`src/design/lpd_pkg.sv`:
```
`timescale 1ns / 1ps
// shared types and constants for the length-prefixed packet deframer
// no dependencies

package lpd_pkg;

    // prefix layout: 16-bit header length, then 32-bit body length, big-endian
    localparam int PREFIX_BYTES   = 6;
    localparam int HDR_LEN_W      = 16;
    localparam int BODY_LEN_W     = 32;
    localparam int PREFIX_STORE_W = 8 * (PREFIX_BYTES - 1);
    localparam int PREFIX_CNT_W   = 3;

    // result queue between parser and output side
    localparam int QUEUE_DEPTH = 4;
    localparam int QUEUE_AW    = 2;

    // byte classification codes
    localparam logic [1:0] KIND_PREFIX = 2'd0;
    localparam logic [1:0] KIND_HEADER = 2'd1;
    localparam logic [1:0] KIND_BODY   = 2'd2;
    localparam logic [1:0] KIND_ERROR  = 2'd3;

    typedef struct packed {
        logic [1:0]            byte_kind;
        logic [7:0]            byte_out;
        logic                  header_end;
        logic                  packet_end;
        logic [HDR_LEN_W-1:0]  frame_header_len;
        logic [BODY_LEN_W-1:0] frame_body_len;
    } t_result;

    typedef struct packed {
        logic empty;
        logic full;
    } t_queue_status;

endpackage

```
`src/design/lpd_front.sv`:
```
`timescale 1ns / 1ps
// parser front end: tracks the packet section and tags each accepted byte
// depends on lpd_pkg

module lpd_front (
    input  logic                              i_clk,
    input  logic                              i_rst_n,
    input  logic                              i_accept,
    input  logic [7:0]                        i_byte_in,
    input  logic [lpd_pkg::BODY_LEN_W-1:0]    i_max_total,
    output lpd_pkg::t_result                  o_result
);

    localparam logic [1:0] STG_PREFIX = 2'd0;
    localparam logic [1:0] STG_HEADER = 2'd1;
    localparam logic [1:0] STG_BODY   = 2'd2;

    localparam logic [lpd_pkg::PREFIX_CNT_W-1:0] LAST_PREFIX =
        lpd_pkg::PREFIX_CNT_W'(lpd_pkg::PREFIX_BYTES - 1);
    localparam int FULL_W = 8 * lpd_pkg::PREFIX_BYTES;

    logic [1:0]                              r_stage, n_stage;
    logic [lpd_pkg::PREFIX_CNT_W-1:0]        r_prefix_count, n_prefix_count;
    logic [lpd_pkg::PREFIX_STORE_W-1:0]      r_prefix_store, n_prefix_store;
    logic [lpd_pkg::HDR_LEN_W-1:0]           r_header_len, n_header_len;
    logic [lpd_pkg::BODY_LEN_W-1:0]          r_body_len, n_body_len;
    logic [lpd_pkg::HDR_LEN_W-1:0]           r_header_count, n_header_count;
    logic [lpd_pkg::BODY_LEN_W-1:0]          r_body_count, n_body_count;

    logic [FULL_W-1:0]                       prefix_full;
    logic [lpd_pkg::HDR_LEN_W-1:0]           dec_hlen;
    logic [lpd_pkg::BODY_LEN_W-1:0]          dec_blen;
    logic [lpd_pkg::BODY_LEN_W:0]            len_sum;
    logic                                    too_big;
    logic [lpd_pkg::HDR_LEN_W-1:0]           hc_inc;
    logic [lpd_pkg::BODY_LEN_W-1:0]          bc_inc;

    // assembled prefix including the current byte
    assign prefix_full = {r_prefix_store, i_byte_in};
    assign dec_hlen    = prefix_full[FULL_W-1 -: lpd_pkg::HDR_LEN_W];
    assign dec_blen    = prefix_full[lpd_pkg::BODY_LEN_W-1:0];

    // header or body alone over the limit also puts the sum over it
    assign len_sum = {{(lpd_pkg::BODY_LEN_W + 1 - lpd_pkg::HDR_LEN_W){1'b0}}, dec_hlen}
                   + {1'b0, dec_blen};
    assign too_big = (i_max_total != '0) && (len_sum > {1'b0, i_max_total});

    assign hc_inc = r_header_count + 1'b1;
    assign bc_inc = r_body_count + 1'b1;

    always_comb begin
        n_stage        = r_stage;
        n_prefix_count = r_prefix_count;
        n_prefix_store = r_prefix_store;
        n_header_len   = r_header_len;
        n_body_len     = r_body_len;
        n_header_count = r_header_count;
        n_body_count   = r_body_count;

        o_result                  = '0;
        o_result.byte_out         = i_byte_in;
        o_result.byte_kind        = lpd_pkg::KIND_PREFIX;

        unique case (r_stage)
            STG_HEADER: begin
                o_result.byte_kind = lpd_pkg::KIND_HEADER;
                n_header_count     = hc_inc;
                if (hc_inc == r_header_len) begin
                    o_result.header_end = 1'b1;
                    n_header_count      = '0;
                    if (r_body_len == '0) begin
                        o_result.packet_end = 1'b1;
                        n_stage             = STG_PREFIX;
                    end else begin
                        n_stage      = STG_BODY;
                        n_body_count = '0;
                    end
                end
            end
            STG_BODY: begin
                o_result.byte_kind = lpd_pkg::KIND_BODY;
                n_body_count       = bc_inc;
                if (bc_inc == r_body_len) begin
                    o_result.packet_end = 1'b1;
                    n_body_count        = '0;
                    n_stage             = STG_PREFIX;
                end
            end
            default: begin
                // prefix stage, unused code folds in here
                n_stage = STG_PREFIX;
                if (r_prefix_count < LAST_PREFIX) begin
                    n_prefix_store = prefix_full[lpd_pkg::PREFIX_STORE_W-1:0];
                    n_prefix_count = r_prefix_count + 1'b1;
                end else begin
                    o_result.frame_header_len = dec_hlen;
                    o_result.frame_body_len   = dec_blen;
                    n_prefix_store            = '0;
                    n_prefix_count            = '0;
                    n_header_count            = '0;
                    n_body_count              = '0;
                    if (too_big) begin
                        o_result.byte_kind = lpd_pkg::KIND_ERROR;
                        n_header_len       = '0;
                        n_body_len         = '0;
                    end else begin
                        n_header_len = dec_hlen;
                        n_body_len   = dec_blen;
                        if (dec_hlen != '0) begin
                            n_stage = STG_HEADER;
                        end else begin
                            o_result.header_end = 1'b1;
                            if (dec_blen != '0) begin
                                n_stage = STG_BODY;
                            end else begin
                                o_result.packet_end = 1'b1;
                            end
                        end
                    end
                end
            end
        endcase
    end

    always_ff @(posedge i_clk) begin
        if (!i_rst_n) begin
            r_stage        <= STG_PREFIX;
            r_prefix_count <= '0;
            r_prefix_store <= '0;
            r_header_len   <= '0;
            r_body_len     <= '0;
            r_header_count <= '0;
            r_body_count   <= '0;
        end else if (i_accept) begin
            r_stage        <= n_stage;
            r_prefix_count <= n_prefix_count;
            r_prefix_store <= n_prefix_store;
            r_header_len   <= n_header_len;
            r_body_len     <= n_body_len;
            r_header_count <= n_header_count;
            r_body_count   <= n_body_count;
        end
    end

endmodule

```
`src/design/lpd_result_queue.sv`:
```
`timescale 1ns / 1ps
// short result queue decoupling the parser from the output side
// depends on lpd_pkg

module lpd_result_queue (
    input  logic                   i_clk,
    input  logic                   i_rst_n,
    input  logic                   i_wr,
    input  lpd_pkg::t_result       i_wr_data,
    input  logic                   i_rd,
    output lpd_pkg::t_result       o_rd_data,
    output lpd_pkg::t_queue_status o_status
);

    lpd_pkg::t_result                r_mem [lpd_pkg::QUEUE_DEPTH];
    logic [lpd_pkg::QUEUE_AW-1:0]    r_wr_ptr, r_rd_ptr;
    logic [lpd_pkg::QUEUE_AW:0]      r_count, n_count;
    logic                            do_wr, do_rd;

    assign o_status.empty = (r_count == '0);
    assign o_status.full  = (r_count == (lpd_pkg::QUEUE_AW + 1)'(lpd_pkg::QUEUE_DEPTH));

    assign do_wr = i_wr && !o_status.full;
    assign do_rd = i_rd && !o_status.empty;

    assign o_rd_data = r_mem[r_rd_ptr];

    always_comb begin
        n_count = r_count;
        if (do_wr && !do_rd) begin
            n_count = r_count + 1'b1;
        end else if (do_rd && !do_wr) begin
            n_count = r_count - 1'b1;
        end
    end

    always_ff @(posedge i_clk) begin
        if (do_wr) begin
            r_mem[r_wr_ptr] <= i_wr_data;
        end
    end

    always_ff @(posedge i_clk) begin
        if (!i_rst_n) begin
            r_wr_ptr <= '0;
            r_rd_ptr <= '0;
            r_count  <= '0;
        end else begin
            if (do_wr) begin
                r_wr_ptr <= r_wr_ptr + 1'b1;
            end
            if (do_rd) begin
                r_rd_ptr <= r_rd_ptr + 1'b1;
            end
            r_count <= n_count;
        end
    end

endmodule

```
`src/design/length_prefixed_packet_deframer_unit.sv`:
```
`timescale 1ns / 1ps
// length-prefixed packet deframer, top level: limit register, parser, result queue
// each accepted byte is tagged combinationally and registered into the result queue
// throughput: one byte per cycle while the result queue is not full
// the four-entry result queue lets input continue while results wait to be popped
// reset: synchronous, active low; clears parser state, the queue and the size limit
// depends on lpd_pkg, lpd_front, lpd_result_queue

module length_prefixed_packet_deframer_unit (
    input  logic                               i_clk,
    input  logic                               i_rst_n,
    // request input side
    input  logic                               push,
    output logic                               full,
    input  logic [7:0]                         i_byte_in,
    // result side
    output logic                               empty,
    input  logic                               pop,
    output logic [1:0]                         o_byte_kind,
    output logic [7:0]                         o_byte_out,
    output logic                               o_header_end,
    output logic                               o_packet_end,
    output logic [lpd_pkg::HDR_LEN_W-1:0]      o_frame_header_len,
    output logic [lpd_pkg::BODY_LEN_W-1:0]     o_frame_body_len,
    // size limit register
    input  logic                               i_cfg_we,
    input  logic [lpd_pkg::BODY_LEN_W-1:0]     i_cfg_wdata
);

    logic [lpd_pkg::BODY_LEN_W-1:0] r_max_total;
    logic                           accept;
    lpd_pkg::t_result               front_result;
    lpd_pkg::t_result               head_result;
    lpd_pkg::t_queue_status         q_status;

    // limit on header plus body length, zero turns the check off
    always_ff @(posedge i_clk) begin
        if (!i_rst_n) begin
            r_max_total <= '0;
        end else if (i_cfg_we) begin
            r_max_total <= i_cfg_wdata;
        end
    end

    // a request is taken whenever the queue has room
    assign full   = q_status.full;
    assign empty  = q_status.empty;
    assign accept = push && !q_status.full;

    // front: section tracking and tagging of each byte
    lpd_front u_front (
        .i_clk       (i_clk),
        .i_rst_n     (i_rst_n),
        .i_accept    (accept),
        .i_byte_in   (i_byte_in),
        .i_max_total (r_max_total),
        .o_result    (front_result)
    );

    // back: results wait here until popped
    lpd_result_queue u_queue (
        .i_clk     (i_clk),
        .i_rst_n   (i_rst_n),
        .i_wr      (accept),
        .i_wr_data (front_result),
        .i_rd      (pop),
        .o_rd_data (head_result),
        .o_status  (q_status)
    );

    assign o_byte_kind        = head_result.byte_kind;
    assign o_byte_out         = head_result.byte_out;
    assign o_header_end       = head_result.header_end;
    assign o_packet_end       = head_result.packet_end;
    assign o_frame_header_len = head_result.frame_header_len;
    assign o_frame_body_len   = head_result.frame_body_len;

    // an accepted request always leaves something to pop in the next cycle
    a_push_visible: assert property (@(posedge i_clk) disable iff (!i_rst_n)
        accept |=> !empty)
        else $error("accepted request not visible on result side");

    // a size error never carries section end marks
    a_error_no_marks: assert property (@(posedge i_clk) disable iff (!i_rst_n)
        (!empty && (o_byte_kind == lpd_pkg::KIND_ERROR)) |-> (!o_header_end && !o_packet_end))
        else $error("size error result carries end marks");

    // decoded lengths only show on prefix or error results
    a_lengths_on_prefix: assert property (@(posedge i_clk) disable iff (!i_rst_n)
        (!empty && ((o_frame_header_len != '0) || (o_frame_body_len != '0)))
        |-> ((o_byte_kind == lpd_pkg::KIND_PREFIX) || (o_byte_kind == lpd_pkg::KIND_ERROR)))
        else $error("decoded lengths on a header or body result");

    // a header byte that ends the packet also closes the header section
    a_body_end: assert property (@(posedge i_clk) disable iff (!i_rst_n)
        (!empty && (o_byte_kind == lpd_pkg::KIND_HEADER) && o_packet_end) |-> o_header_end)
        else $error("packet end on header byte without header end");

endmodule
```
`config.mk`:
```
export PLATFORM = sky130hd
export DESIGN_NAME = length_prefixed_packet_deframer_unit
export DESIGN_NICKNAME = d
export VERILOG_FILES = /design/src/design/lpd_pkg.sv /design/src/design/lpd_front.sv /design/src/design/lpd_result_queue.sv /design/src/design/length_prefixed_packet_deframer_unit.sv
export SDC_FILE = /design/constraint.sdc
export NUM_CORES = 1
export LEC_CHECK = 0
export BUFFER_PORTS_ARGS = -buffer_cell sky130_fd_sc_hd__buf_2
export CORE_MARGIN = 2
export CORE_UTILIZATION = 40
export DETAILED_ROUTE_END_ITERATION = 8
export GPL_ROUTABILITY_DRIVEN = 0
export PLACE_DENSITY = 0.53
export SLEW_MARGIN = 10
export SYNTH_ARGS = -nofsm -noshare
export SYNTH_HDL_FRONTEND = slang
export SYNTH_HIERARCHICAL = 1
export SYNTH_SLANG_ARGS = --single-unit
```
`constraint.sdc`:
```
create_clock -name i_clk -period 11.5 [get_ports i_clk]
set_input_delay 0 -clock i_clk [delete_from_list [all_inputs] [get_ports i_clk]]
set_output_delay 0 -clock i_clk [all_outputs]
set_load 0.005 [all_outputs]
```
==> qor.yml <==
logic_synthesis:
  syn-cell-area_mm2: 0.0207
  post_syn_instances: 1757
  synth_nets: 1862
  netlist-cell-type-count: 89
  synth_edf_count: 240
  synth_seq_area_share_pct: 52.5
  yosys_warning_total: 6
  synthArstFlopShare_pct: 0
  post_synthesis_mean_instance_area_um2: 11.8
  synth_flop_cell: "edfxtp_1"
  ys_seq_elements: 422
drt:
  dr.first_iter.drc_count: 1169
  drc_errors: 0
  drt_wl_total_mm: 53.9
  post_detailed_route_wirelength_per_cell_um: 21.0
  num_vias: 14400
  vias_per_cell: 5.60
  detail_route.first_pass.iterations: 8
  ant_nets: 0
timing:
  whs_ps: 85.2
  slew-limit-headroom_pct: 30.2
  fin_tns_setup_ps: 0
  tightest_slew_ps: 1040
  final_hold_viol_count: 0
  final_critical_path_setup_slack_ps: 5870
  max_freq_ghz: 0.178
  timing.final.crit_share_pct: 48.9
  timing_max_transition_violations_final: 0
  final.min_clock_period_ps: 5630
  finalClockSkew_ps: 18.0
  report.final.setup_viol: 0
  setup_repair_after_global_routing_missed_its_margin: "no"
global_route:
  vias_in_the_first_global_route: 14200
  grt_overflow_total: 0
  track_usage_pct: 20.2
  grt_antenna_before_repair: 0
  grt_max_degree: 73
  grt_pass1_wl_mm: 83.9
floorplan:
  fp.coreArea_mm2: 0.0512
  die_height_um: 231
  rows: 83
  initial_cell_density_of_the_core_pct: 40.4
  die-width_um: 231
  io_pins: 107
  floorplan.die_area_mm2: 0.0536
final_layout:
  number_of_non_filler_instances_in_the_completed_layout: 2566
  utilization_pct: 46.0
  final_layout_size_suffix_gt1_share_pct: 15.8
  area.growth.synth_to_final_pct: 13.8
  fin_nets: 1954
  design_area_mm2: 0.0235
place:
  placement_stage_worst_setup_slack_ps: 6000
  place_inst: 2434
  hpwlAfterDp_mm: 35.9
  port_buffers: 106
  detailed_place.area_mm2: 0.0215
critical_path:
  cp_data_arrival_time_ps: 6150
  worstPathBufferInverterCount: 1
  worst-setup-path-type: "flop to flop"
  timing.critical_path.cells: "ha_1, nor2b_1, o31a_1, o211ai_1, a21oi_1, a211oi_1, o21a_1, nand3b_1, xnor2_1, ha_1, a21o_1, a21o_1, a21oi_1, a2bb2oi_1, nand3_1, a21oi_1, o32ai_1, nor3_2, buf_4, a22o_1"
  crit_path_top_delay_cell: "nor3_2"
  most_used_cell_along_the_critical_path: "a21oi_1"
  startpoint_types: "flop"
  cp_capture_type: "flop"
  timing.critical_path.fanout_max: 32
  cp_slowest_stage_delay_ps: 890
  worst-endpoint-required_ps: 12020
  timing.critical_path.max_delay_family: "compound AO/OA/AOI/OAI gates"
job:
  max_cap_violations: 0
worst_hold_path:
  min_path_type: "input pin to flop"
status:
  outcome: "finished, final reports clean"
power_and_ir_drop:
  peakVddDrop_v: 0.000108
  total_power_mw: 4.14
  power_per_cell_area_mw_per_mm2: 176
  leakage_nw: 8.61
clock_tree:
  cts-resized-gates: 0
  clk_sinks: 422
  clock_buffer_count_from_cts: 45
  clockRootBuffer: "clkbuf_16"
  cts_tree: "done"
  cts.htree.levels: 2
  cts_setup_buffers: 0
  clk-insertion-delay-late_ps: 580
  clkSlewWorstSetupHoldPaths_ps: 60
  cts_max_path_buffers: 3
-- cell usage after synthesis (9+ instances only) --
cell | instances | share of area [%]
nor2b_1 | 50 | 1.5
buf_4 | 11 | 0.40
inv_1 | 59 | 1.1
nor2_1 | 68 | 1.2
a21oi_1 | 44 | 1.1
a21o_1 | 12 | 0.44
and4_1 | 11 | 0.47
a21boi_0 | 42 | 1.5
dfxtp_1 | 182 | 18
a22o_1 | 57 | 2.4
clkbuf_1 | 68 | 1.2
ha_1 | 58 | 3.5
xnor2_1 | 59 | 2.5
nor4_1 | 42 | 1.3
a211oi_1 | 9 | 0.33
xor2_1 | 34 | 1.4
buf_2 | 28 | 0.68
nand2_1 | 130 | 2.4
o21a_1 | 12 | 0.44
buf_12 | 9 | 0.87
nand3_1 | 59 | 1.4
mux4_2 | 60 | 6.5
and3_1 | 61 | 1.8
mux2i_1 | 40 | 1.9
nor3_1 | 25 | 0.60
o21ai_0 | 62 | 1.5
nand4_1 | 35 | 1.1
and2_1 | 15 | 0.45
nand2b_1 | 9 | 0.27
edfxtp_1 | 240 | 35
o211ai_1 | 14 | 0.51
-- cell type report --
| cell class | count | area, um2 |
|---|---|---|
| multi-input cells | 1149 | 8910 |
| clock buffers | 61 | 1270 |
| fillers | 4673 | 27700 |
| flip-flops and latches | 422 | 10900 |
| well taps | 680 | 851 |
| diodes | 1 | 2.50 |
| clock inverters | 22 | 283 |
| inverters | 60 | 225 |
| repair buffers | 171 | 1140 |
-- tightest hold or removal path, cell delays in order --
cell and delay, ps:
buf_2 90, nor2b_1 230, nand2_1 120, nor2_1 60, mux2i_1 110
-- sequential cells by signal, indices dropped and copies added (netlist names), named ones only --
register / flops
u_queue/r_rd_ptr: 2
u_front/r_prefix_store: 40
u_front/r_header_count: 16
r_max_total: 32
u_queue/r_count: 3
u_front/r_body_count: 32
u_front/r_header_len: 16
u_queue/r_mem: 240
u_front/r_prefix_count: 3
u_front/r_body_len: 32
u_front/r_stage: 2
u_queue/r_wr_ptr: 2
-- kinds of logic after synthesis --
family | count (synthesis) | share of synthesized area [%]
simple gates | 566 | 15.3
mux | 100 | 8.47
compound gates | 330 | 11.5
buf+inv | 186 | 4.64
fa+ha+maj | 60 | 3.70
flops | 422 | 52.5
xor+xnor | 93 | 3.94
-- report_power, final --
group	internal [mW]	total, mW	switching (mW)
Sequential	1.76	1.86	0.0969
Combinational	0.382	0.781	0.399
Clock	0.893	1.51	0.614
-- timing repair --
item,CTS,global route
endpoints found under the setup margin,0,0
hold buffers,48,0
hold endpoints to repair,111,0
-- path summary, 6_finish.rpt --
path / startpoint / endpoint / slack, ps / cells after the start
max: u_front/r_prefix_store[26] / u_front/r_body_len[0] / 5870 / 20
min: push / u_front/r_stage[0] / 90 / 5
max reg2reg: u_front/r_prefix_store[26] / u_front/r_body_len[0] / 5870 / 20
min reg2reg: u_queue/r_wr_ptr[1] / u_queue/r_wr_ptr[1] / 500 / 2
-- per-layer routing --
layer  wire length (um)  GRT usage (%)  vias to the layer above  part of all wire (%)
met5                  0              0                        -                     0
met4                974           5.32                        0                   1.8
met3               2810           3.31                       71                   5.2
met2              25200           33.0                      364                    47
met1              24900           27.9                     7123                    46
li1                   -              -                     6810                     -
-- layout by cell type (no fill, tap or decap), drive strengths merged, types with 39 or more instances in the layout --
| master | instances |
|---|---|
| dfxtp | 182 |
| clkbuf | 61 |
| nand2 | 130 |
| dlygate4sd3 | 48 |
| mux4 | 60 |
| ha | 58 |
| edfxtp | 240 |
| nor2 | 68 |
| o21ai | 65 |
| buf | 123 |
| nand4 | 39 |
| mux2i | 40 |
| nand3 | 61 |
| inv | 63 |
| nor4 | 45 |
| a22o | 57 |
| a21oi | 44 |
| xnor2 | 59 |
| and3 | 61 |
| a21boi | 43 |
| nor2b | 50 |
Note: power is estimated with default switching activity, not from simulation.
